===== src/rtl/aprlm_pkg.sv =====
// Shared types and constants for the peak and RMS audio level meter.
// Holds the transfer payload structs, operation codes and sequencer states.
// Has no dependencies of its own.
package aprlm_pkg;

    localparam int SAMPLE_BITS   = 24;
    localparam int MAG_BITS      = 24;
    localparam int COUNT_BITS    = 24;
    localparam int DB_BITS       = 12;
    localparam int SUM_BITS      = 64;
    localparam int TICK_BITS     = 32;
    localparam int WORD_BITS     = 32;
    localparam int LOG_FRAC_BITS = 24;
    localparam int LEVEL_BITS    = 5 + LOG_FRAC_BITS;
    localparam int CNT_BITS      = 6;

    localparam logic [CNT_BITS-1:0] MUL_LAST  = CNT_BITS'(WORD_BITS - 1);
    localparam logic [CNT_BITS-1:0] DIV_LAST  = CNT_BITS'(SUM_BITS - 1);
    localparam logic [CNT_BITS-1:0] SQRT_LAST = CNT_BITS'(SUM_BITS / 2 - 1);
    localparam logic [4:0]          LOG_LAST  = 5'(LOG_FRAC_BITS - 1);

    localparam logic [TICK_BITS-1:0]  INTERVAL_RESET = TICK_BITS'(5000);
    localparam logic [COUNT_BITS-1:0] COUNT_MAX      = '1;
    localparam logic [WORD_BITS-1:0]  DB_SCALE_K     = WORD_BITS'(1010089052);
    localparam logic [WORD_BITS-1:0]  FULL_SCALE     = WORD_BITS'(1) << (SAMPLE_BITS - 1);
    localparam logic [16:0]           DB_FLOOR_MAG   = 17'd2048;
    localparam logic [DB_BITS-1:0]    SILENT_DB      = DB_BITS'(2048);

    localparam logic [1:0] OP_SAMPLE    = 2'd0;
    localparam logic [1:0] OP_FRAME_END = 2'd1;
    localparam logic [1:0] OP_TICK      = 2'd2;

    typedef struct packed {
        logic [1:0]                    operation;
        logic signed [SAMPLE_BITS-1:0] sample;
        logic                          sample_invalid;
    } meter_in_t;

    typedef struct packed {
        logic [MAG_BITS-1:0]       peak_magnitude;
        logic [MAG_BITS-1:0]       rms_magnitude;
        logic signed [DB_BITS-1:0] peak_dbfs_tenths;
        logic signed [DB_BITS-1:0] rms_dbfs_tenths;
        logic                      peak_silent;
        logic                      rms_silent;
        logic [COUNT_BITS-1:0]     counted_samples;
    } meter_out_t;

    typedef enum logic [3:0] {
        S_IDLE,
        S_SQ_MUL,
        S_SQ_ACC,
        S_DIV,
        S_SQRT,
        S_CLAMP,
        S_LVL_START,
        S_NORM,
        S_LOG_MUL,
        S_LOG_STEP,
        S_DB_PREP,
        S_DB_MUL,
        S_DB_DONE,
        S_LVL_END,
        S_OUT
    } meter_state_t;

endpackage


===== src/rtl/audio_peak_rms_level_meter_unit.sv =====
// Top level of the peak and RMS audio level meter with dBFS reporting.
// Uses aprlm_pkg for payload types, constants and sequencer states.
// Contains the accumulators, a bit-serial multiplier and the report sequencer.
//
//   Channel   Signals                              Direction  Carries
//   in        in_valid, in_ready, in_data          to block   sample, frame end or tick
//   out       out_valid, out_ready, out_data       from block one level report
//   cfg       cfg_wr_en, cfg_wr_data               to block   interval_ticks
//
// A tick, an invalid sample or a non-reporting frame end is taken in without leaving the idle state.
// A valid sample is squared on the shift-and-add multiplier and then added to the square sum.
// A reporting frame end runs 64 divide steps and 32 root steps when samples were counted,
// and a logarithm of 24 serial squarings on the same multiplier for each nonzero level.
// Reset restores interval_ticks to 5000 and clears all accumulators.
// A stalled output holds its report while the next items are taken in.
module audio_peak_rms_level_meter_unit (
    input  logic                                clk,
    input  logic                                rst_n,
    input  logic                                in_valid,
    output logic                                in_ready,
    input  aprlm_pkg::meter_in_t                in_data,
    output logic                                out_valid,
    input  logic                                out_ready,
    output aprlm_pkg::meter_out_t               out_data,
    input  logic                                cfg_wr_en,
    input  logic [aprlm_pkg::TICK_BITS-1:0]     cfg_wr_data
);

    localparam int SB = aprlm_pkg::SAMPLE_BITS;
    localparam int WB = aprlm_pkg::WORD_BITS;
    localparam int LB = aprlm_pkg::LEVEL_BITS;

    aprlm_pkg::meter_state_t state_reg, state_next;

    logic [aprlm_pkg::TICK_BITS-1:0]  interval_reg, interval_next;
    logic [SB-1:0]                    peak_hold_reg, peak_hold_next;
    logic [aprlm_pkg::SUM_BITS-1:0]   square_sum_reg, square_sum_next;
    logic [aprlm_pkg::COUNT_BITS-1:0] valid_count_reg, valid_count_next;
    logic [aprlm_pkg::TICK_BITS-1:0]  elapsed_reg, elapsed_next;
    logic                             out_valid_reg, out_valid_next;
    aprlm_pkg::meter_out_t            out_data_reg, out_data_next;
    aprlm_pkg::meter_out_t            res_reg, res_next;

    logic [WB-1:0]                    mul_a_reg, mul_a_next;
    logic [2*WB-1:0]                  mul_p_reg, mul_p_next;
    logic [aprlm_pkg::CNT_BITS-1:0]   cnt_reg, cnt_next;
    logic [aprlm_pkg::SUM_BITS-1:0]   work_reg, work_next;
    logic [33:0]                      rem_reg, rem_next;
    logic [WB-1:0]                    root_reg, root_next;
    logic [SB-1:0]                    rms_reg, rms_next;
    logic [4:0]                       n_reg, n_next;
    logic [aprlm_pkg::LOG_FRAC_BITS-1:0] frac_reg, frac_next;
    logic [4:0]                       step_reg, step_next;
    logic                             sel_reg, sel_next;
    logic [aprlm_pkg::DB_BITS-1:0]    db_reg, db_next;

    logic                             in_fire;
    logic [SB-1:0]                    smp_raw;
    logic [SB-1:0]                    smp_mag;
    logic [WB:0]                      mul_sum;
    logic [2*WB-1:0]                  mul_step;
    logic [aprlm_pkg::SUM_BITS:0]     sum_add;
    logic [24:0]                      div_sh;
    logic [24:0]                      div_diff;
    logic                             div_ge;
    logic [33:0]                      sq_rem;
    logic [33:0]                      sq_trial;
    logic [33:0]                      sq_diff;
    logic                             sq_ge;
    logic [SB-1:0]                    rms_clamp;
    logic [SB-1:0]                    lvl_a;
    logic [WB-1:0]                    log_y;
    logic [WB-1:0]                    log_y_adj;
    logic [LB-1:0]                    m_base;
    logic [LB-1:0]                    m_val;
    logic [17:0]                      db_round;
    logic [16:0]                      db_mag;
    logic [aprlm_pkg::DB_BITS-1:0]    db_neg;

    assign in_fire   = in_valid && in_ready;
    assign out_valid = out_valid_reg;
    assign out_data  = out_data_reg;

    assign smp_raw = in_data.sample;
    assign smp_mag = smp_raw[SB-1] ? ((~smp_raw) + SB'(1)) : smp_raw;

    assign mul_sum  = {1'b0, mul_p_reg[2*WB-1:WB]} + (mul_p_reg[0] ? {1'b0, mul_a_reg} : '0);
    assign mul_step = {mul_sum, mul_p_reg[WB-1:1]};

    assign sum_add = {1'b0, square_sum_reg} + {1'b0, mul_p_reg};

    assign div_sh   = {rem_reg[23:0], work_reg[aprlm_pkg::SUM_BITS-1]};
    assign div_ge   = div_sh >= {1'b0, valid_count_reg};
    assign div_diff = div_sh - {1'b0, valid_count_reg};

    assign sq_rem   = {rem_reg[31:0], work_reg[aprlm_pkg::SUM_BITS-1 -: 2]};
    assign sq_trial = {root_reg, 2'b01};
    assign sq_ge    = sq_rem >= sq_trial;
    assign sq_diff  = sq_rem - sq_trial;

    assign rms_clamp = (root_reg > aprlm_pkg::FULL_SCALE) ? SB'(aprlm_pkg::FULL_SCALE)
                                                          : root_reg[SB-1:0];
    assign lvl_a     = sel_reg ? rms_reg : peak_hold_reg;

    assign log_y     = mul_p_reg[61:30];
    assign log_y_adj = log_y[WB-1] ? {1'b0, log_y[WB-1:1]} : log_y;

    assign m_base   = {5'(SB - 1) - n_reg, {aprlm_pkg::LOG_FRAC_BITS{1'b0}}};
    assign m_val    = m_base - LB'(frac_reg);
    assign db_round = {1'b0, mul_p_reg[63:47]} + 18'd1;
    assign db_mag   = db_round[17:1];
    assign db_neg   = (db_mag > aprlm_pkg::DB_FLOOR_MAG) ? aprlm_pkg::SILENT_DB
                                                         : aprlm_pkg::DB_BITS'(17'd0 - db_mag);

    always_comb
    begin
        state_next       = state_reg;
        interval_next    = interval_reg;
        peak_hold_next   = peak_hold_reg;
        square_sum_next  = square_sum_reg;
        valid_count_next = valid_count_reg;
        elapsed_next     = elapsed_reg;
        out_valid_next   = out_valid_reg;
        out_data_next    = out_data_reg;
        res_next         = res_reg;
        mul_a_next       = mul_a_reg;
        mul_p_next       = mul_p_reg;
        cnt_next         = cnt_reg;
        work_next        = work_reg;
        rem_next         = rem_reg;
        root_next        = root_reg;
        rms_next         = rms_reg;
        n_next           = n_reg;
        frac_next        = frac_reg;
        step_next        = step_reg;
        sel_next         = sel_reg;
        db_next          = db_reg;
        in_ready         = (state_reg == aprlm_pkg::S_IDLE);

        if (cfg_wr_en)
        begin
            interval_next = cfg_wr_data;
        end
        if (out_valid_reg && out_ready)
        begin
            out_valid_next = 1'b0;
        end

        case (state_reg)
            aprlm_pkg::S_IDLE:
            begin
                if (in_fire)
                begin
                    case (in_data.operation)
                        aprlm_pkg::OP_SAMPLE:
                        begin
                            if (!in_data.sample_invalid)
                            begin
                                if (smp_mag > peak_hold_reg)
                                begin
                                    peak_hold_next = smp_mag;
                                end
                                if (valid_count_reg != aprlm_pkg::COUNT_MAX)
                                begin
                                    valid_count_next = valid_count_reg + 1'b1;
                                end
                                mul_a_next = WB'(smp_mag);
                                mul_p_next = {{WB{1'b0}}, WB'(smp_mag)};
                                cnt_next   = '0;
                                state_next = aprlm_pkg::S_SQ_MUL;
                            end
                        end
                        aprlm_pkg::OP_TICK:
                        begin
                            if (elapsed_reg != '1)
                            begin
                                elapsed_next = elapsed_reg + 1'b1;
                            end
                        end
                        aprlm_pkg::OP_FRAME_END:
                        begin
                            if (elapsed_reg >= interval_reg)
                            begin
                                res_next.peak_magnitude  = aprlm_pkg::MAG_BITS'(peak_hold_reg);
                                res_next.peak_silent     = (peak_hold_reg == '0);
                                res_next.counted_samples = valid_count_reg;
                                cnt_next  = '0;
                                rem_next  = '0;
                                root_next = '0;
                                work_next = square_sum_reg;
                                if (valid_count_reg == '0)
                                begin
                                    state_next = aprlm_pkg::S_CLAMP;
                                end
                                else
                                begin
                                    state_next = aprlm_pkg::S_DIV;
                                end
                            end
                        end
                        default:
                        begin
                        end
                    endcase
                end
            end
            aprlm_pkg::S_SQ_MUL:
            begin
                mul_p_next = mul_step;
                cnt_next   = cnt_reg + 1'b1;
                if (cnt_reg == aprlm_pkg::MUL_LAST)
                begin
                    state_next = aprlm_pkg::S_SQ_ACC;
                end
            end
            aprlm_pkg::S_SQ_ACC:
            begin
                square_sum_next = sum_add[aprlm_pkg::SUM_BITS] ? '1
                                                               : sum_add[aprlm_pkg::SUM_BITS-1:0];
                state_next = aprlm_pkg::S_IDLE;
            end
            aprlm_pkg::S_DIV:
            begin
                rem_next  = div_ge ? 34'(div_diff) : 34'(div_sh);
                work_next = {work_reg[aprlm_pkg::SUM_BITS-2:0], div_ge};
                cnt_next  = cnt_reg + 1'b1;
                if (cnt_reg == aprlm_pkg::DIV_LAST)
                begin
                    rem_next   = '0;
                    cnt_next   = '0;
                    state_next = aprlm_pkg::S_SQRT;
                end
            end
            aprlm_pkg::S_SQRT:
            begin
                rem_next  = sq_ge ? sq_diff : sq_rem;
                root_next = {root_reg[WB-2:0], sq_ge};
                work_next = {work_reg[aprlm_pkg::SUM_BITS-3:0], 2'b00};
                cnt_next  = cnt_reg + 1'b1;
                if (cnt_reg == aprlm_pkg::SQRT_LAST)
                begin
                    state_next = aprlm_pkg::S_CLAMP;
                end
            end
            aprlm_pkg::S_CLAMP:
            begin
                rms_next                = rms_clamp;
                res_next.rms_magnitude  = aprlm_pkg::MAG_BITS'(rms_clamp);
                res_next.rms_silent     = (rms_clamp == '0);
                sel_next                = 1'b0;
                state_next              = aprlm_pkg::S_LVL_START;
            end
            aprlm_pkg::S_LVL_START:
            begin
                if (lvl_a == '0)
                begin
                    db_next    = aprlm_pkg::SILENT_DB;
                    state_next = aprlm_pkg::S_LVL_END;
                end
                else
                begin
                    mul_a_next = WB'(lvl_a);
                    n_next     = 5'(WB - 1);
                    state_next = aprlm_pkg::S_NORM;
                end
            end
            aprlm_pkg::S_NORM:
            begin
                if (mul_a_reg[WB-1])
                begin
                    mul_a_next = {1'b0, mul_a_reg[WB-1:1]};
                    mul_p_next = {{WB{1'b0}}, 1'b0, mul_a_reg[WB-1:1]};
                    cnt_next   = '0;
                    step_next  = '0;
                    state_next = aprlm_pkg::S_LOG_MUL;
                end
                else
                begin
                    mul_a_next = {mul_a_reg[WB-2:0], 1'b0};
                    n_next     = n_reg - 1'b1;
                end
            end
            aprlm_pkg::S_LOG_MUL:
            begin
                mul_p_next = mul_step;
                cnt_next   = cnt_reg + 1'b1;
                if (cnt_reg == aprlm_pkg::MUL_LAST)
                begin
                    state_next = aprlm_pkg::S_LOG_STEP;
                end
            end
            aprlm_pkg::S_LOG_STEP:
            begin
                frac_next  = {frac_reg[aprlm_pkg::LOG_FRAC_BITS-2:0], log_y[WB-1]};
                mul_a_next = log_y_adj;
                mul_p_next = {{WB{1'b0}}, log_y_adj};
                cnt_next   = '0;
                if (step_reg == aprlm_pkg::LOG_LAST)
                begin
                    state_next = aprlm_pkg::S_DB_PREP;
                end
                else
                begin
                    step_next  = step_reg + 1'b1;
                    state_next = aprlm_pkg::S_LOG_MUL;
                end
            end
            aprlm_pkg::S_DB_PREP:
            begin
                if ((n_reg > 5'(SB - 1)) || (LB'(frac_reg) > m_base))
                begin
                    db_next    = '0;
                    state_next = aprlm_pkg::S_LVL_END;
                end
                else
                begin
                    mul_a_next = WB'(m_val);
                    mul_p_next = {{WB{1'b0}}, aprlm_pkg::DB_SCALE_K};
                    cnt_next   = '0;
                    state_next = aprlm_pkg::S_DB_MUL;
                end
            end
            aprlm_pkg::S_DB_MUL:
            begin
                mul_p_next = mul_step;
                cnt_next   = cnt_reg + 1'b1;
                if (cnt_reg == aprlm_pkg::MUL_LAST)
                begin
                    state_next = aprlm_pkg::S_DB_DONE;
                end
            end
            aprlm_pkg::S_DB_DONE:
            begin
                db_next    = db_neg;
                state_next = aprlm_pkg::S_LVL_END;
            end
            aprlm_pkg::S_LVL_END:
            begin
                if (!sel_reg)
                begin
                    res_next.peak_dbfs_tenths = db_reg;
                    sel_next   = 1'b1;
                    state_next = aprlm_pkg::S_LVL_START;
                end
                else
                begin
                    res_next.rms_dbfs_tenths = db_reg;
                    peak_hold_next   = '0;
                    square_sum_next  = '0;
                    valid_count_next = '0;
                    elapsed_next     = '0;
                    state_next       = aprlm_pkg::S_OUT;
                end
            end
            aprlm_pkg::S_OUT:
            begin
                if (!out_valid_reg || out_ready)
                begin
                    out_data_next  = res_reg;
                    out_valid_next = 1'b1;
                    state_next     = aprlm_pkg::S_IDLE;
                end
            end
            default:
            begin
                state_next = aprlm_pkg::S_IDLE;
            end
        endcase
    end

    always_ff @(posedge clk or negedge rst_n)
    begin
        if (!rst_n)
        begin
            state_reg       <= aprlm_pkg::S_IDLE;
            interval_reg    <= aprlm_pkg::INTERVAL_RESET;
            peak_hold_reg   <= '0;
            square_sum_reg  <= '0;
            valid_count_reg <= '0;
            elapsed_reg     <= '0;
            out_valid_reg   <= 1'b0;
            cnt_reg         <= '0;
            n_reg           <= '0;
            step_reg        <= '0;
            sel_reg         <= 1'b0;
        end
        else
        begin
            state_reg       <= state_next;
            interval_reg    <= interval_next;
            peak_hold_reg   <= peak_hold_next;
            square_sum_reg  <= square_sum_next;
            valid_count_reg <= valid_count_next;
            elapsed_reg     <= elapsed_next;
            out_valid_reg   <= out_valid_next;
            cnt_reg         <= cnt_next;
            n_reg           <= n_next;
            step_reg        <= step_next;
            sel_reg         <= sel_next;
        end
    end

    always_ff @(posedge clk)
    begin
        out_data_reg <= out_data_next;
        res_reg      <= res_next;
        mul_a_reg    <= mul_a_next;
        mul_p_reg    <= mul_p_next;
        work_reg     <= work_next;
        rem_reg      <= rem_next;
        root_reg     <= root_next;
        rms_reg      <= rms_next;
        frac_reg     <= frac_next;
        db_reg       <= db_next;
    end

endmodule


===== config.mk =====
export PLATFORM = sky130hd
export DESIGN_NAME = audio_peak_rms_level_meter_unit
export DESIGN_NICKNAME = d
export VERILOG_FILES = /design/src/rtl/aprlm_pkg.sv /design/src/rtl/audio_peak_rms_level_meter_unit.sv
export SDC_FILE = /design/constraint.sdc
export NUM_CORES = 2
export LEC_CHECK = 0
export ABC_AREA = 1
export BUFFER_PORTS_ARGS = -buffer_cell sky130_fd_sc_hd__buf_2
export CORE_MARGIN = 8
export CORE_UTILIZATION = 45
export CTS_CLUSTER_DIAMETER = 80
export DETAILED_ROUTE_END_ITERATION = 16
export PLACE_DENSITY = 0.7
export SLEW_MARGIN = 20
export SYNTH_ARGS = -nofsm -noshare
export SYNTH_HDL_FRONTEND = slang
export SYNTH_SLANG_ARGS = --single-unit

===== constraint.sdc =====
create_clock -name clk -period 23.9 [get_ports clk]
set_input_delay 3.585 -clock clk [delete_from_list [all_inputs] [get_ports clk]]
set_output_delay 3.585 -clock clk [all_outputs]
set_load 0.01 [all_outputs]

After elaboration in Yosys (flattened, before gate mapping)
Index checks and enable logic that the tools add are counted.
Widths: inputs -> output; s select.
Storage, ports and cells
  logic and storage cells: 235
  bits in registers: 654
  output and inout bits: 100
Cells by class
  bitwise logic cells: 2
  order comparisons: 8
  equal/unequal tests: 47
  mux-type cells: 91
  add/subtract/negate cells: 14
  reduce and logical (&&, ||, !) cells: 41
Operators by type and width (number)
  $mux 64: 10
  $mux 32: 18
  $pmux 64 s5: 1
  $mux 24: 12
  $pmux 64 s3: 1
  $pmux 32 s5: 1
  $pmux 32 s2: 2
  $pmux 64 s2: 1
  $logic_not 24->1: 4
  $pmux 24 s2: 2
  $pmux 32 s3: 1
  $add 64x64->65: 1
  $pmux 4 s14: 1
  $mux 25: 2
  $add 24x1->24 const B: 2
  $mux 4: 12
  $mux 12: 3
  $mux 6: 6
  $pmux 12 s3: 1
  $pmux 6 s6: 1
  $ge 34x34->1: 1
  $add 32x32->33: 1
  $add 32x1->32 const B: 1
  $ge 32x32->1: 1
  other kinds (59): 117

Logic depth before layout (Yosys ltp)
  word-level depth: 9
  mapped depth: 24
  gate-level depth less buffers: 23

Worst setup path before layout
OpenSTA, ideal clock, no wires.
  kind: input -> register
  start: in in_data[26] (netlist bit)
  end: reg rem_reg[0], enable pin
  slack: 12724 ps
  path buffers: 0
  arrival time: 10493 ps
  stages on the path: 3
  cells stage by stage: inv_1 > nand3_1 > o21ai_0
Between the ends
  longest elaborated chain between the ends: 3
Ends and longest elaborated chain
  start: declaration: RTL line audio_peak_rms_level_meter_unit.sv:21  | input aprlm_pkg::meter_in_t in_data,
  $eq 2x1->1: RTL line audio_peak_rms_level_meter_unit.sv:154  | case (in_data.operation)
  $ne 2x1->1 (no source line)
  $reduce_and 4->1 (no source line)
  end signal: assignment: RTL line audio_peak_rms_level_meter_unit.sv:410  | rem_reg <= rem_next;
  end: declaration: RTL line audio_peak_rms_level_meter_unit.sv:48  | logic [33:0] rem_reg, rem_next;
Every way passes these cells.
A chain may end at the register's enable or synchronous reset.

Worst setup path after layout
  start: in in_data[1] (netlist bit)
  end: reg peak_hold_reg[10]
Between the ends
  longest elaborated chain between the ends: 8
  elaborated cells between the ends (all ways): 11
Ends and longest elaborated chain
  $not 24->24: RTL line audio_peak_rms_level_meter_unit.sv:85  | assign smp_mag = smp_raw[SB-1] ? ((~smp_raw) + SB'(1)) : smp_raw;
  $add 24x1->24: RTL line audio_peak_rms_level_meter_unit.sv:85
  $mux 24 *: RTL line audio_peak_rms_level_meter_unit.sv:85
  parallel branches: the longest is 5 deep, another holds $gt 24x24->1
  end signal: assignment: RTL line audio_peak_rms_level_meter_unit.sv:391  | peak_hold_reg <= peak_hold_next;
  end: declaration: RTL line audio_peak_rms_level_meter_unit.sv:36  | logic [SB-1:0] peak_hold_reg, peak_hold_next;
Mark *: on every way between the ends. The select of a mux whose other input is x is not followed.

==> parameters.txt <==
Parameter                              Value

Place
  Hpwl dp    116 mm
  Placed Instances    7239
  Buffers on Ports    163
  Final weighted congestion of routability-driven global placement    1.05

STA
  Accumulated negative setup slack    0 ns
  Final setup violation count    0
  Count of pins over their slew limit    0
  Fin crit share    0.323
  Slew at the pin with the worst max-slew slack    1.17 ns
  Min Hold Slack    0.413 ns
  Setup repair after global routing missed its margin    no
  Total count of hold-check failures in the final report    0
  Fmax    0.130 GHz
  Final critical path time including I/O delays and setup    7.72 ns
  Relative slew slack    0.215
  Worst Clk Skew    0.0388 ns

Drt
  Detailed-router iteration count before antenna repair    6
  Routed length per placed instance    20.3 um
  Number of design rule violations left after detail routing    0
  Topmost layer with routed signal wires    met5
  DR iter-0 viols    4180
  Average via count per standard cell    5.55
  Wire length on met1    65.5 mm
  Post-Route WL    150 mm
  Met2 WL    66.8 mm
  Met3 routed WL    12.1 mm
  Via count    41.0k
  Detail Route Antenna Nets    0

Global route
  Vias in the first global route    38.2k
  Grt total ovfl    0
  Pin count of the biggest net entering global routing    80
  Aggregate global-route resource usage    0.270
  Global-route wire length before repair    229 mm
  Antenna violations before repair    5

CTS
  TritonCTS clock tree    done
  Clock Root Buffer    sky130_fd_sc_hd__clkbuf_16
  CTS H-Tree Depth    3
  Number of buffers inserted by hold repair at cts    0
  Clock latency on the worst-skew pair    0.67 ns
  Maximum number of buffers from clock root to sink    3
  Number of gates given a new drive strength after cts    0
  Num Clock Sinks    654
  Clock buffers created by TritonCTS    76
  Reg clk slew, reported paths    0.06 ns
  Number of setup buffers added after CTS    0

Synth
  Number of nets produced by synthesis    6192
  Sequential area share after synthesis    0.424
  Number of enable-type register cells in the synthesized netlist    456
  Post-synthesis instance area    0.0440 sq mm
  Total of warnings raised by yosys    0
  Synth unique cells    63
  Synth Register Bits    654
  Mean cell area of the mapped netlist    7.45 sq um
  Top flip-flop cell by instance count after synthesis    sky130_fd_sc_hd__edfxtp_1
  Async S/R FF share, synth    0.303
  Gate count after technology mapping    5902

Worst hold path
  Class of the tightest hold or removal check    reg2reg

Final layout
  Number of filler cells placed in the layout    9563
  Fin util    0.504
  Area delta synth->final    10.9%
  Non-filler cells in the finished layout    7384
  Layout cell share with drive strength beyond 1    0.0652
  Commonest non-fill, non-tap cell in the layout    sky130_fd_sc_hd__nand2_1
  Net count, final    6333
  Flip-flop count of the largest register, all copies and words added    98
  Commonest cells after routing, fill and taps aside    1795 x sky130_fd_sc_hd__nand2_1, 924 x sky130_fd_sc_hd__inv_1, 561 x sky130_fd_sc_hd__nor2_1

Pwr
  Leakage dissipation    23.2 nW
  Total power density per cell area    145 mW/mm^2
  Max IR drop VDD    0.0811 mV

Setup path
  Top fanout value on the critical path    25
  Worst Setup End Kind    flop
  Worst setup SP type    input pin
  Arrival time at the worst endpoint    8.26 ns
  Classification of the worst setup path    in2reg
  Required time of the worst setup path    24.44 ns

Die
  Standard-cell rows    114
  DIE AREA    0.108 sq mm
  Core area    0.0967 sq mm
  Die height    329 um
  Die width    329 um
  Ports    164
  Initial Util    0.454

Outcome
  Result of the run    finished, final reports clean

Job
  Maxcap violations    0
[worst max-delay path, cell delays in order]
cell	delay, ns
sky130_fd_sc_hd__buf_2	0.10
sky130_fd_sc_hd__inv_1	0.20
sky130_fd_sc_hd__nand3_1	0.18
sky130_fd_sc_hd__nor3_1	0.61
sky130_fd_sc_hd__nand3_1	0.28
sky130_fd_sc_hd__inv_1	0.17
sky130_fd_sc_hd__nand2_1	0.09
sky130_fd_sc_hd__nand3_1	0.10
sky130_fd_sc_hd__nand2_1	0.15
sky130_fd_sc_hd__ha_1	0.33
sky130_fd_sc_hd__nand2_1	0.06
sky130_fd_sc_hd__nor2_1	0.15
sky130_fd_sc_hd__nand4_1	0.21
sky130_fd_sc_hd__nor2_1	0.15
sky130_fd_sc_hd__nand2_1	0.07
sky130_fd_sc_hd__nand3_1	0.07
sky130_fd_sc_hd__nand2_1	0.05
sky130_fd_sc_hd__nand2_1	0.63
sky130_fd_sc_hd__nand2_1	0.74
sky130_fd_sc_hd__nand2_1	0.26
sky130_fd_sc_hd__nand2_1	0.06
[through the flow]
step	worst slack, ns	area, sq um	total power, mW
global placement	15.73	46100	5.72
global route	15.83	48700	7.55
floorplan	12.72	44000	4.56
detailed placement	15.62	46100	5.75
CTS	16.30	48700	6.99
finish	16.18	48800	7.05
[cell type report]
class / instances / area (sq um) / area share
diodes: 3 / 7.51 / 0.000154
repair buffers: 204 / 1160 / 0.0237
clock buffers: 97 / 2060 / 0.0423
inverters: 940 / 3530 / 0.0724
clock inverters: 43 / 503 / 0.0103
flip-flops and latches: 654 / 18700 / 0.383
multi-input cells: 4167 / 21200 / 0.436
well taps: 1276 / 1600 / 0.0327
[final timing paths]
path,startpoint,end,slack (ns),cells after the start
setup / recovery,in_data[1],peak_hold_reg[10],16.18,21
hold / removal,res_reg[48],out_data[48],0.41,0
setup reg to reg,state_reg[2],elapsed_reg[18],19.98,10
hold reg to reg,res_reg[48],out_data[48],0.41,0
max in group asynchronous,rst_n,peak_hold_reg[22],19.04,3
min in group asynchronous,rst_n,interval_reg[27],2.92,1
[synthesized netlist by cell type, types with 3 or more instances]
cell / n / area (sq um)
sky130_fd_sc_hd__xor2_1: 86 / 753
sky130_fd_sc_hd__o21bai_1: 15 / 113
sky130_fd_sc_hd__o21a_1: 10 / 75.1
sky130_fd_sc_hd__nor2_2: 5 / 31.3
sky130_fd_sc_hd__xnor2_1: 39 / 342
sky130_fd_sc_hd__nand4_1: 143 / 895
sky130_fd_sc_hd__o31ai_2: 9 / 113
sky130_fd_sc_hd__clkbuf_1: 90 / 338
sky130_fd_sc_hd__inv_2: 8 / 30.0
sky130_fd_sc_hd__a211oi_1: 14 / 105
sky130_fd_sc_hd__o211ai_1: 30 / 225
sky130_fd_sc_hd__o31ai_1: 6 / 45.0
sky130_fd_sc_hd__a221oi_1: 10 / 87.6
sky130_fd_sc_hd__a21o_1: 7 / 52.6
sky130_fd_sc_hd__o2111ai_1: 11 / 96.3
sky130_fd_sc_hd__nor2_4: 5 / 56.3
sky130_fd_sc_hd__or2_2: 12 / 75.1
sky130_fd_sc_hd__buf_4: 6 / 45.0
sky130_fd_sc_hd__a22oi_1: 13 / 97.6
sky130_fd_sc_hd__o41ai_1: 3 / 26.3
sky130_fd_sc_hd__ha_1: 223 / 2790
sky130_fd_sc_hd__nand3b_1: 15 / 113
sky130_fd_sc_hd__dfrtp_1: 193 / 4830
sky130_fd_sc_hd__nor3_1: 84 / 420
sky130_fd_sc_hd__o22ai_1: 6 / 37.5
sky130_fd_sc_hd__nand3_1: 375 / 1880
sky130_fd_sc_hd__fa_1: 3 / 60.1
sky130_fd_sc_hd__o221ai_1: 63 / 552
sky130_fd_sc_hd__nor4_1: 22 / 138
sky130_fd_sc_hd__buf_1: 8 / 30.0
sky130_fd_sc_hd__nor2_1: 568 / 2130
sky130_fd_sc_hd__and2_1: 9 / 56.3
sky130_fd_sc_hd__a21boi_0: 4 / 30.0
sky130_fd_sc_hd__inv_1: 925 / 3470
sky130_fd_sc_hd__clkinv_1: 6 / 22.5
sky130_fd_sc_hd__dfstp_2: 5 / 131
sky130_fd_sc_hd__buf_2: 34 / 170
sky130_fd_sc_hd__o21ai_0: 272 / 1360
sky130_fd_sc_hd__edfxtp_1: 456 / 13700
sky130_fd_sc_hd__a31oi_1: 10 / 62.6
sky130_fd_sc_hd__nand2_2: 5 / 31.3
sky130_fd_sc_hd__a21oi_1: 269 / 1350
sky130_fd_sc_hd__nand2_1: 1798 / 6750
[power by group]
group,internal [mW],switching (mW),total [mW]
sequential,1.67,0.388,2.06
combinational,1.14,2.64,3.78
clock,0.696,0.513,1.21
total,3.51,3.54,7.05
[cell families (layout without fill, tap and decap cells)]
logic type      count (synthesis)  in the layout  synth area share
flops                         654            654             0.424
mux                             2              2          0.000484
buf+inv                      1081           1284            0.0942
other cells                     0              3                 0
compound gates                762            762             0.103
xor+xnor                      125            125            0.0249
simple gates                 3052           3052             0.288
fa+ha+maj                     226            226            0.0648
[per-layer routing]
layer	vias up	GRT usage
li1	19700	-
met1	19200	0.372
met2	1710	0.425
met3	291	0.0491
met4	4	0.0983
met5	-	0
No activity file was read; power rests on OpenSTA's default activity.
